File: src/sv/mta_pkg.sv
package mta_pkg;

    localparam int IDX_W            = 10;
    localparam int COORD_W          = 32;
    localparam int DIFF_W           = COORD_W + 1;
    localparam int PROD_W           = 2 * DIFF_W;
    localparam int WIDE_W           = PROD_W + 1;
    localparam int NORM_W           = WIDE_W;
    localparam int SUM_W            = 42;
    localparam int UNIT_W           = 32;
    localparam int UNIT_BITS        = 30;
    localparam int VTX_W            = 5 * COORD_W;
    localparam int SUMS_W           = 3 * SUM_W;
    localparam int VERTEX_DEPTH_DEF = 1024;

    localparam logic [1:0] CMD_LOAD = 2'd0;
    localparam logic [1:0] CMD_TRI  = 2'd1;
    localparam logic [1:0] CMD_READ = 2'd2;

    localparam logic [1:0] STAT_OK    = 2'd0;
    localparam logic [1:0] STAT_DEGEN = 2'd1;
    localparam logic [1:0] STAT_ZERO  = 2'd2;

    typedef enum logic [3:0] {
        S_IDLE,
        S_FETCH,
        S_CAPT,
        S_MUL,
        S_NSTART,
        S_NWAIT,
        S_SUMRD,
        S_SUMWR,
        S_RDSUM,
        S_RDCAP,
        S_DONE
    } t_state;

    typedef enum logic [2:0] {
        N_IDLE,
        N_SHIFT,
        N_SQ,
        N_SQRT,
        N_DLOAD,
        N_DIV,
        N_DONE
    } t_nstate;

    typedef struct packed {
        logic       start;
        logic [2:0] neg;
    } t_norm_req;

    typedef struct packed {
        logic done;
        logic zero;
    } t_norm_rsp;

endpackage

File: src/sv/mta_norm.sv
module mta_norm import mta_pkg::*; (
    input  logic                     i_clk,
    input  logic                     i_rst_n,
    input  t_norm_req                i_req,
    input  logic [NORM_W-1:0]        i_mag [3],
    output t_norm_rsp                o_rsp,
    output logic signed [UNIT_W-1:0] o_unit [3]
);

    t_nstate r_state, n_state;

    logic [NORM_W-1:0]        r_m [3];
    logic [2:0]               r_neg;
    logic [59:0]              r_prod;
    logic [61:0]              r_sq;
    logic [4:0]               r_cnt;
    logic [1:0]               r_comp;
    logic [61:0]              r_x;
    logic [62:0]              r_root;
    logic [62:0]              r_bit;
    logic [30:0]              r_rem;
    logic [30:0]              r_low;
    logic [30:0]              r_q;
    logic signed [UNIT_W-1:0] r_unit [3];
    logic                     r_zero;

    logic [NORM_W-1:0] or_all;
    logic              all_zero, hi8, hi1, lo8, shift_done;
    logic [29:0]       c_sel;
    logic [59:0]       sq_p;
    logic [61:0]       sq_sum;
    logic [62:0]       rt_trial;
    logic              rt_take;
    logic [30:0]       n_root;
    logic [60:0]       num;
    logic [31:0]       dv_trial;
    logic              dv_take;
    logic [30:0]       q_next;

    assign or_all     = r_m[0] | r_m[1] | r_m[2];
    assign all_zero   = ~|(i_mag[0] | i_mag[1] | i_mag[2]);
    assign hi8        = |or_all[NORM_W-1:UNIT_BITS+8];
    assign hi1        = |or_all[NORM_W-1:UNIT_BITS];
    assign lo8        = ~|or_all[UNIT_BITS-1:UNIT_BITS-8];
    assign shift_done = !hi1 && or_all[UNIT_BITS-1];

    assign c_sel  = r_m[r_cnt[1:0]][UNIT_BITS-1:0];
    assign sq_p   = c_sel * c_sel;
    assign sq_sum = r_sq + 62'(r_prod);

    assign rt_trial = r_root + r_bit;
    assign rt_take  = {1'b0, r_x} >= rt_trial;
    assign n_root   = r_root[30:0];

    assign num      = {1'b0, r_m[r_comp][UNIT_BITS-1:0], 30'b0} + 61'(n_root[30:1]);
    assign dv_trial = {r_rem, r_low[30]};
    assign dv_take  = dv_trial >= {1'b0, n_root};
    assign q_next   = {r_q[29:0], dv_take};

    always_comb begin
        n_state = r_state;
        case (r_state)
            N_IDLE:  if (i_req.start) n_state = all_zero ? N_DONE : N_SHIFT;
            N_SHIFT: if (shift_done) n_state = N_SQ;
            N_SQ:    if (r_cnt == 5'd3) n_state = N_SQRT;
            N_SQRT:  if (r_cnt == 5'd31) n_state = N_DLOAD;
            N_DLOAD: n_state = N_DIV;
            N_DIV: begin
                if (r_cnt == 5'd0) n_state = (r_comp == 2'd2) ? N_DONE : N_DLOAD;
            end
            N_DONE:  n_state = N_IDLE;
            default: n_state = N_IDLE;
        endcase
    end

    always_comb begin
        o_rsp.done = (r_state == N_DONE);
        o_rsp.zero = r_zero;
        o_unit     = r_unit;
    end

    always_ff @(posedge i_clk) begin
        if (!i_rst_n) begin
            r_state <= N_IDLE;
        end else begin
            r_state <= n_state;
        end
    end

    always_ff @(posedge i_clk) begin
        case (r_state)
            N_IDLE: begin
                r_m    <= i_mag;
                r_neg  <= i_req.neg;
                r_zero <= all_zero;
                r_sq   <= '0;
                r_cnt  <= '0;
                r_comp <= '0;
            end
            N_SHIFT: begin
                // truncate toward zero on the way down, exact on the way up
                for (int i = 0; i < 3; i++) begin
                    if (hi8) begin
                        r_m[i] <= r_m[i] >> 8;
                    end else if (hi1) begin
                        r_m[i] <= r_m[i] >> 1;
                    end else if (lo8) begin
                        r_m[i] <= r_m[i] << 8;
                    end else if (!or_all[UNIT_BITS-1]) begin
                        r_m[i] <= r_m[i] << 1;
                    end
                end
            end
            N_SQ: begin
                r_prod <= sq_p;
                if (r_cnt != 5'd0) begin
                    r_sq <= sq_sum;
                end
                if (r_cnt == 5'd3) begin
                    r_x    <= sq_sum;
                    r_root <= '0;
                    r_bit  <= 63'd1 << 62;
                    r_cnt  <= '0;
                end else begin
                    r_cnt <= r_cnt + 5'd1;
                end
            end
            N_SQRT: begin
                if (rt_take) begin
                    r_x    <= r_x - rt_trial[61:0];
                    r_root <= (r_root >> 1) + r_bit;
                end else begin
                    r_root <= r_root >> 1;
                end
                r_bit <= r_bit >> 2;
                r_cnt <= r_cnt + 5'd1;
            end
            N_DLOAD: begin
                r_rem <= {1'b0, num[60:31]};
                r_low <= num[30:0];
                r_q   <= '0;
                r_cnt <= 5'd30;
            end
            N_DIV: begin
                r_rem <= dv_take ? 31'(dv_trial - {1'b0, n_root}) : dv_trial[30:0];
                r_low <= r_low << 1;
                r_q   <= q_next;
                r_cnt <= r_cnt - 5'd1;
                if (r_cnt == 5'd0) begin
                    r_unit[r_comp] <= r_neg[r_comp] ? -UNIT_W'(q_next) : UNIT_W'(q_next);
                    r_comp         <= r_comp + 2'd1;
                end
            end
            default: begin
            end
        endcase
    end

endmodule

File: config.mk
export PLATFORM = sky130hd
export DESIGN_NAME = mta_norm
export DESIGN_NICKNAME = d
export VERILOG_FILES = /design/src/sv/mta_pkg.sv /design/src/sv/mta_norm.sv
export SDC_FILE = /design/constraint.sdc
export NUM_CORES = 2
export LEC_CHECK = 0
export ABC_AREA = 1
export BUFFER_PORTS_ARGS = -buffer_cell sky130_fd_sc_hd__buf_4
export CORE_UTILIZATION = 55
export CTS_BUF_LIST = sky130_fd_sc_hd__clkbuf_4 sky130_fd_sc_hd__clkbuf_8
export DETAILED_ROUTE_END_ITERATION = 8
export HOLD_SLACK_MARGIN = 0.15
export PLACE_DENSITY = 0.72
export SYNTH_ARGS = -nofsm -noshare
export SYNTH_HDL_FRONTEND = slang
export SYNTH_SLANG_ARGS = --single-unit
export TNS_END_PERCENT = 10
File: constraint.sdc
create_clock -name i_clk -period 25.2 [get_ports i_clk]
set_input_delay 6.3 -clock i_clk [delete_from_list [all_inputs] [get_ports i_clk]]
set_output_delay 6.3 -clock i_clk [all_outputs]
set_load 0.02 [all_outputs]
-- Word level (Yosys, flattened, before mapping)
Index checks and enable logic that the tools add are counted.
- $add $sub $neg: 10
- $mul: 1
- $lt $le $gt $ge: 6
- eq/ne operators: 17
- mux-type cells: 51
- bitwise logic cells: 6
- reductions and logical operators: 24
- operators with widths (cell ; number):
    67-bit 2-to-1 mux ; 12
    201-bit case mux with 2 select lines ; 1
    67-bit binary-select mux with 2-bit select ; 2
    67-bit bitwise OR ; 4
    63-bit case mux with 2 select lines ; 2
    62-bit case mux with 2 select lines ; 2
    63-bit 2-to-1 mux ; 3
    62-bit 2-to-1 mux ; 3
    31-bit case mux with 2 select lines ; 2
    30-bit 2-to-1 mux ; 4
    96-bit bitwise mux ; 1
    67-bit OR reduction ; 1
    32-bit demux with 2-bit select ; 1
    32-bit 2-to-1 mux ; 2
    62-bit by 63-bit adder with 63-bit output ; 1
    63-bit adder ; 1
    62-bit by 63-bit >= comparator with 1-bit output ; 1
    62-bit by 60-bit adder with 62-bit output ; 1
    62-bit subtractor ; 1
    60-bit by 30-bit adder with 61-bit output ; 1
    30-bit by 30-bit multiplier with 60-bit output ; 1
    30-bit case mux with 2 select lines ; 1
    37-bit OR reduction ; 1
    32-bit by 31-bit >= comparator with 1-bit output ; 1
    37 further kinds ; 65
- bits in registers: 713
- input port bits: 207

-- Depth between registers and ports, before layout
- depth after elaboration: 7
- gate-level depth with buffers: 38
- mapped depth without buffers: 35

-- Least setup slack after synthesis
No wires, ideal clock.
- path kind: register to register
- start point: reg r_cnt[0]
- end point: reg r_x[0] (enable)
- setup time: 0.416 ns
- arrival: 9.295 ns
- slack: 15.489 ns
- cell stages (with the launch flop): 6
- path buffers: 0
- clock period less this slack: 9.711 ns
- path through: edfxtp_1 > ha_1 > nand3_1 > o21ai_0 > o21ai_1 > inv_1
- cells in the longest elaborated chain, start to end: 3
- RTL lines (element ; line ; text):
    start, declared ; mta_norm.sv:16 ; logic [4:0] r_cnt;
    start signal, assigned ; mta_norm.sv:125 ; r_cnt <= r_cnt + 5'd1;
    start signal, assigned ; mta_norm.sv:136 ; r_cnt <= r_cnt + 5'd1;
    start signal, assigned ; mta_norm.sv:148 ; r_cnt <= r_cnt - 5'd1;
    5-bit by 2-bit == test with 1-bit output ; mta_norm.sv:119 ; if (r_cnt == 5'd3) begin
    2-bit inequality test (no line) ; n/a ;
    3-bit AND reduction (no line) ; n/a ;
    end signal, assigned ; mta_norm.sv:120 ; r_x <= sq_sum;
    end signal, assigned ; mta_norm.sv:130 ; r_x <= r_x - rt_trial[61:0];
    end, declared ; mta_norm.sv:18 ; logic [61:0] r_x;
No other way between the ends.
A chain may end at the register's enable or synchronous reset.

-- Worst setup path after layout
- start point: reg r_cnt[1]
- end point: reg r_prod[36] (data pin)
- cells in the longest elaborated chain, start to end: 5
- RTL lines (element ; line ; text):
    2-bit NOT with 3-bit output (implied by the code) ; mta_norm.sv:47 ; assign c_sel = r_m[r_cnt[1:0]][UNIT_BITS-1:0];
    67-bit binary-select mux with 2-bit select ; mta_norm.sv:47 ;
    30-bit 2-to-1 mux (implied by the code) (2 in series) ; mta_norm.sv:47 ;
    30-bit by 30-bit multiplier with 60-bit output ; mta_norm.sv:48 ; assign sq_p = c_sel * c_sel;
    via sq_p[36] ; mta_norm.sv:30 ; logic [59:0] sq_p;
    end signal, assigned ; mta_norm.sv:115 ; r_prod <= sq_p;
    end, declared ; mta_norm.sv:14 ; logic [59:0] r_prod;
The timed path passes the listed nets, and every way through them passes these cells. The select of a mux whose other input is x is not followed.

==> results.yml <==
run_status:
  status: "complete, no violations"
critical_path:
  reg2reg_to: "r_prod[36]"
  crit_path_max_fanout: 32
  rr_worst_depth: 32
  crit_type: "reg2reg"
  path_buf_inv: 11
  crit_required_ns: 25.75
  regToRegStartpoint: "r_cnt[1]"
  endpoint_kind: "flop"
  worstSetupStartpointType: "flop"
  reg2reg_slack_ns: 15.46
  slowest_delay_ns: 1.09
  cpMaxStageDelayCell: "inv_1"
  path_common_cell: "inv_1"
  crit_family: "adder cells"
  crit_arrival_ns: 10.29
logic_synthesis:
  syn_nets: 11000
  syn_area_mm2: 0.0758
  yosys_warnings: 0
  synth_area_leaders: "edfxtp_1 (27%), fa_1 (18%), inv_1 (10%)"
  synth_top_area_cell: "edfxtp_1"
  async_flop_share_pct: 0
  yosys_most_used_dff: "edfxtp_1"
  synth_edf_count: 678
  yosysUniqueCellTypes: 61
  avgSynthCellArea_um2: 7.85
  ys_ff_latch: 681
  ys_seq_area_share_pct: 27.0
  yosysTopAreaCellShare_pct: 26.9
  synthCells: 9652
sta:
  grt_setup_unrepaired: "false"
  tightestPinTransition_ns: 1.38
  fin_tns_setup_ns: 0
  timing.fmax_mhz: 103
  slew_viol_final: 0
  hold_viol: 0
  skew_ns: 0.111
  slew_headroom_pct: 7.57
  setup_violations: 0
  fin_crit_ns: 9.74
  final.period_utilization_pct: 38.7
global_routing:
  antenna_found_initial: 4
  grt_max_degree: 214
  gr-total-overflow: 0
  grt_usage_pct: 37.9
  grt_pass1_wl_mm: 404
  first_global_vias: 69300
drt:
  dr.pass1.iters: 6
  wirelength_mm: 266
  wire_per_inst_um: 22.7
  drc: 0
  via_per_inst: 5.81
  drtIter0Drc: 6704
  vias: 68200
  postRouteAntennaNets: 0
clock_tree:
  cts_resized: 0
  clock_latency_ns: 0.91
  postCtsSetupRepairBufs: 0
  clkSlewWorstSetupHoldPaths_ns: 0.06
  cts_tree: "yes"
  clock-sinks: 681
  numCtsBuffers: 130
  htree_num_levels: 4
  clockBufferDepth: 3
  cts_root_buf: "clkbuf_8"
  cts_hold_buf: 0
floorplan:
  ios: 305
  die_area_mm2: 0.139
  core_area_mm2: 0.136
  die_w_um: 373
  initial_core_util_pct: 55.6
  rows: 135
  fp.dieH_um: 373
finish:
  final_common_cell: "inv_1"
  finalNetCount: 11300
  mostFrequentLayoutCells: "inv_1 (2007), nand2_1 (1992), nor2_1 (817)"
  fill_cells: 12400
  drive_gt1_share_pct: 6.48
  fin_util_pct: 60.5
  syn_to_final_growth_pct: 8.66
  final-seq-area_mm2: 0.0204
  multi_input_area_mm2: 0.0467
run:
  maxCapViolations: 0
placed_design:
  hpwl_mm: 212
  io_buffers: 304
  gp_congestion: 1.03
hold_path:
  holdCritStartpoint: "r_low[0]"
  hold_class: "reg2reg"
  min_to: "r_low[1]"
  hold-path-cell-count: 2
cell families (layout without fill, tap and decap cells):
kind of cell | Yosys count | after routing | share of synthesized area (%)
muxes | 1 | 1 | 0.0132
buffers and inverters | 2304 | 2613 | 11.7
DFF | 681 | 681 | 27.0
and+or+nand+nor | 3504 | 3504 | 19.0
AOI/OAI and AO/OA | 1701 | 1701 | 12.8
other | 0 | 2 | 0
adders and majority gates | 1173 | 1173 | 26.3
xor gates and xnor gates | 288 | 288 | 3.33
worst max path at each step:
stage	slack, ns	depth (start not counted)	endpoint	startpoint
floorplan	15.49	5	r_x[0]	r_cnt[0]
global placement	15.62	32	r_prod[36]	r_cnt[1]
detailed placement	15.59	32	r_prod[36]	r_cnt[1]
CTS	15.55	32	r_prod[36]	r_cnt[1]
global route	15.10	32	r_prod[36]	r_cnt[1]
finish	15.46	32	r_prod[36]	r_cnt[1]
routing by layer:
metal  vias to the layer above  share of wire, %  GRT usage, %
met5                         -                 0             0
met4                         0               6.7          22.3
met3                       830               8.1          6.38
met2                      3232                47          62.2
met1                     32700                39          47.2
li1                      31400                 -             -
tightest hold or removal path, stage by stage (launching register included):
cell and delay (ns):
edfxtp_1 0.31, nand2_1 0.04, o21ai_0 0.06
registers in the layout, summed over array words and instances (netlist names), 30 cells and up:
| register | count |
|---|---|
| r_root | 63 |
| r_x | 62 |
| r_low | 31 |
| r_q | 30 |
| r_m | 201 |
| r_bit | 32 |
| r_prod | 59 |
| r_sq | 62 |
| o_unit | 96 |
| r_rem | 31 |
synth_stat cells (3+ instances only):
cell,count
edfxtp_1,678
a21o_1,41
a31oi_1,42
nand3b_1,18
buf_1,22
nand3_1,370
nand2_2,8
o21a_1,32
buf_4,4
o211ai_1,155
nor3_1,77
inv_1,2010
xnor2_1,97
a21oi_1,537
a22oi_1,44
inv_2,6
buf_6,8
o21ai_0,689
nor2_1,826
o221a_2,3
fa_1,697
o21bai_1,68
nand2_1,1993
a31o_2,4
nor4_1,66
o31ai_1,3
o221ai_1,3
a21boi_0,17
and2_1,4
ha_1,476
clkbuf_1,194
or2_2,14
a211oi_1,5
and3_1,9
buf_2,54
dfxtp_1,3
xor2_1,191
a2bb2oi_1,28
nand4_1,104
a221oi_1,4
o21ai_1,13
o22ai_1,6
area by class of cell:
cell class | instances | area share, %
Multi-Input combinational cell | 6667 | 56.7
Sequential cell | 681 | 24.8
Inverter | 2018 | 9.21
Timing Repair Buffer | 373 | 3.40
Tap cell | 1781 | 2.71
Clock buffer | 160 | 2.45
Clock inverter | 62 | 0.731
Antenna cell | 2 | 0.00608
per-stage QoR:
step	instances	instance area [um^2]	setup slack, ns	hold WS [ns]
2_1_floorplan	9652	75800	15.49	0.469
3_3_place_gp	11500	79700	15.62	0.503
3_5_place_dp	11500	79700	15.59	0.516
4_1_cts	11700	82300	15.55	0.489
5_1_grt	11700	82300	15.10	0.511
6_report	11700	82300	15.46	0.501
Power is left out: the tool's default activity adds up to more than one toggle a clock period on the data nets, which glitch-free logic cannot reach.
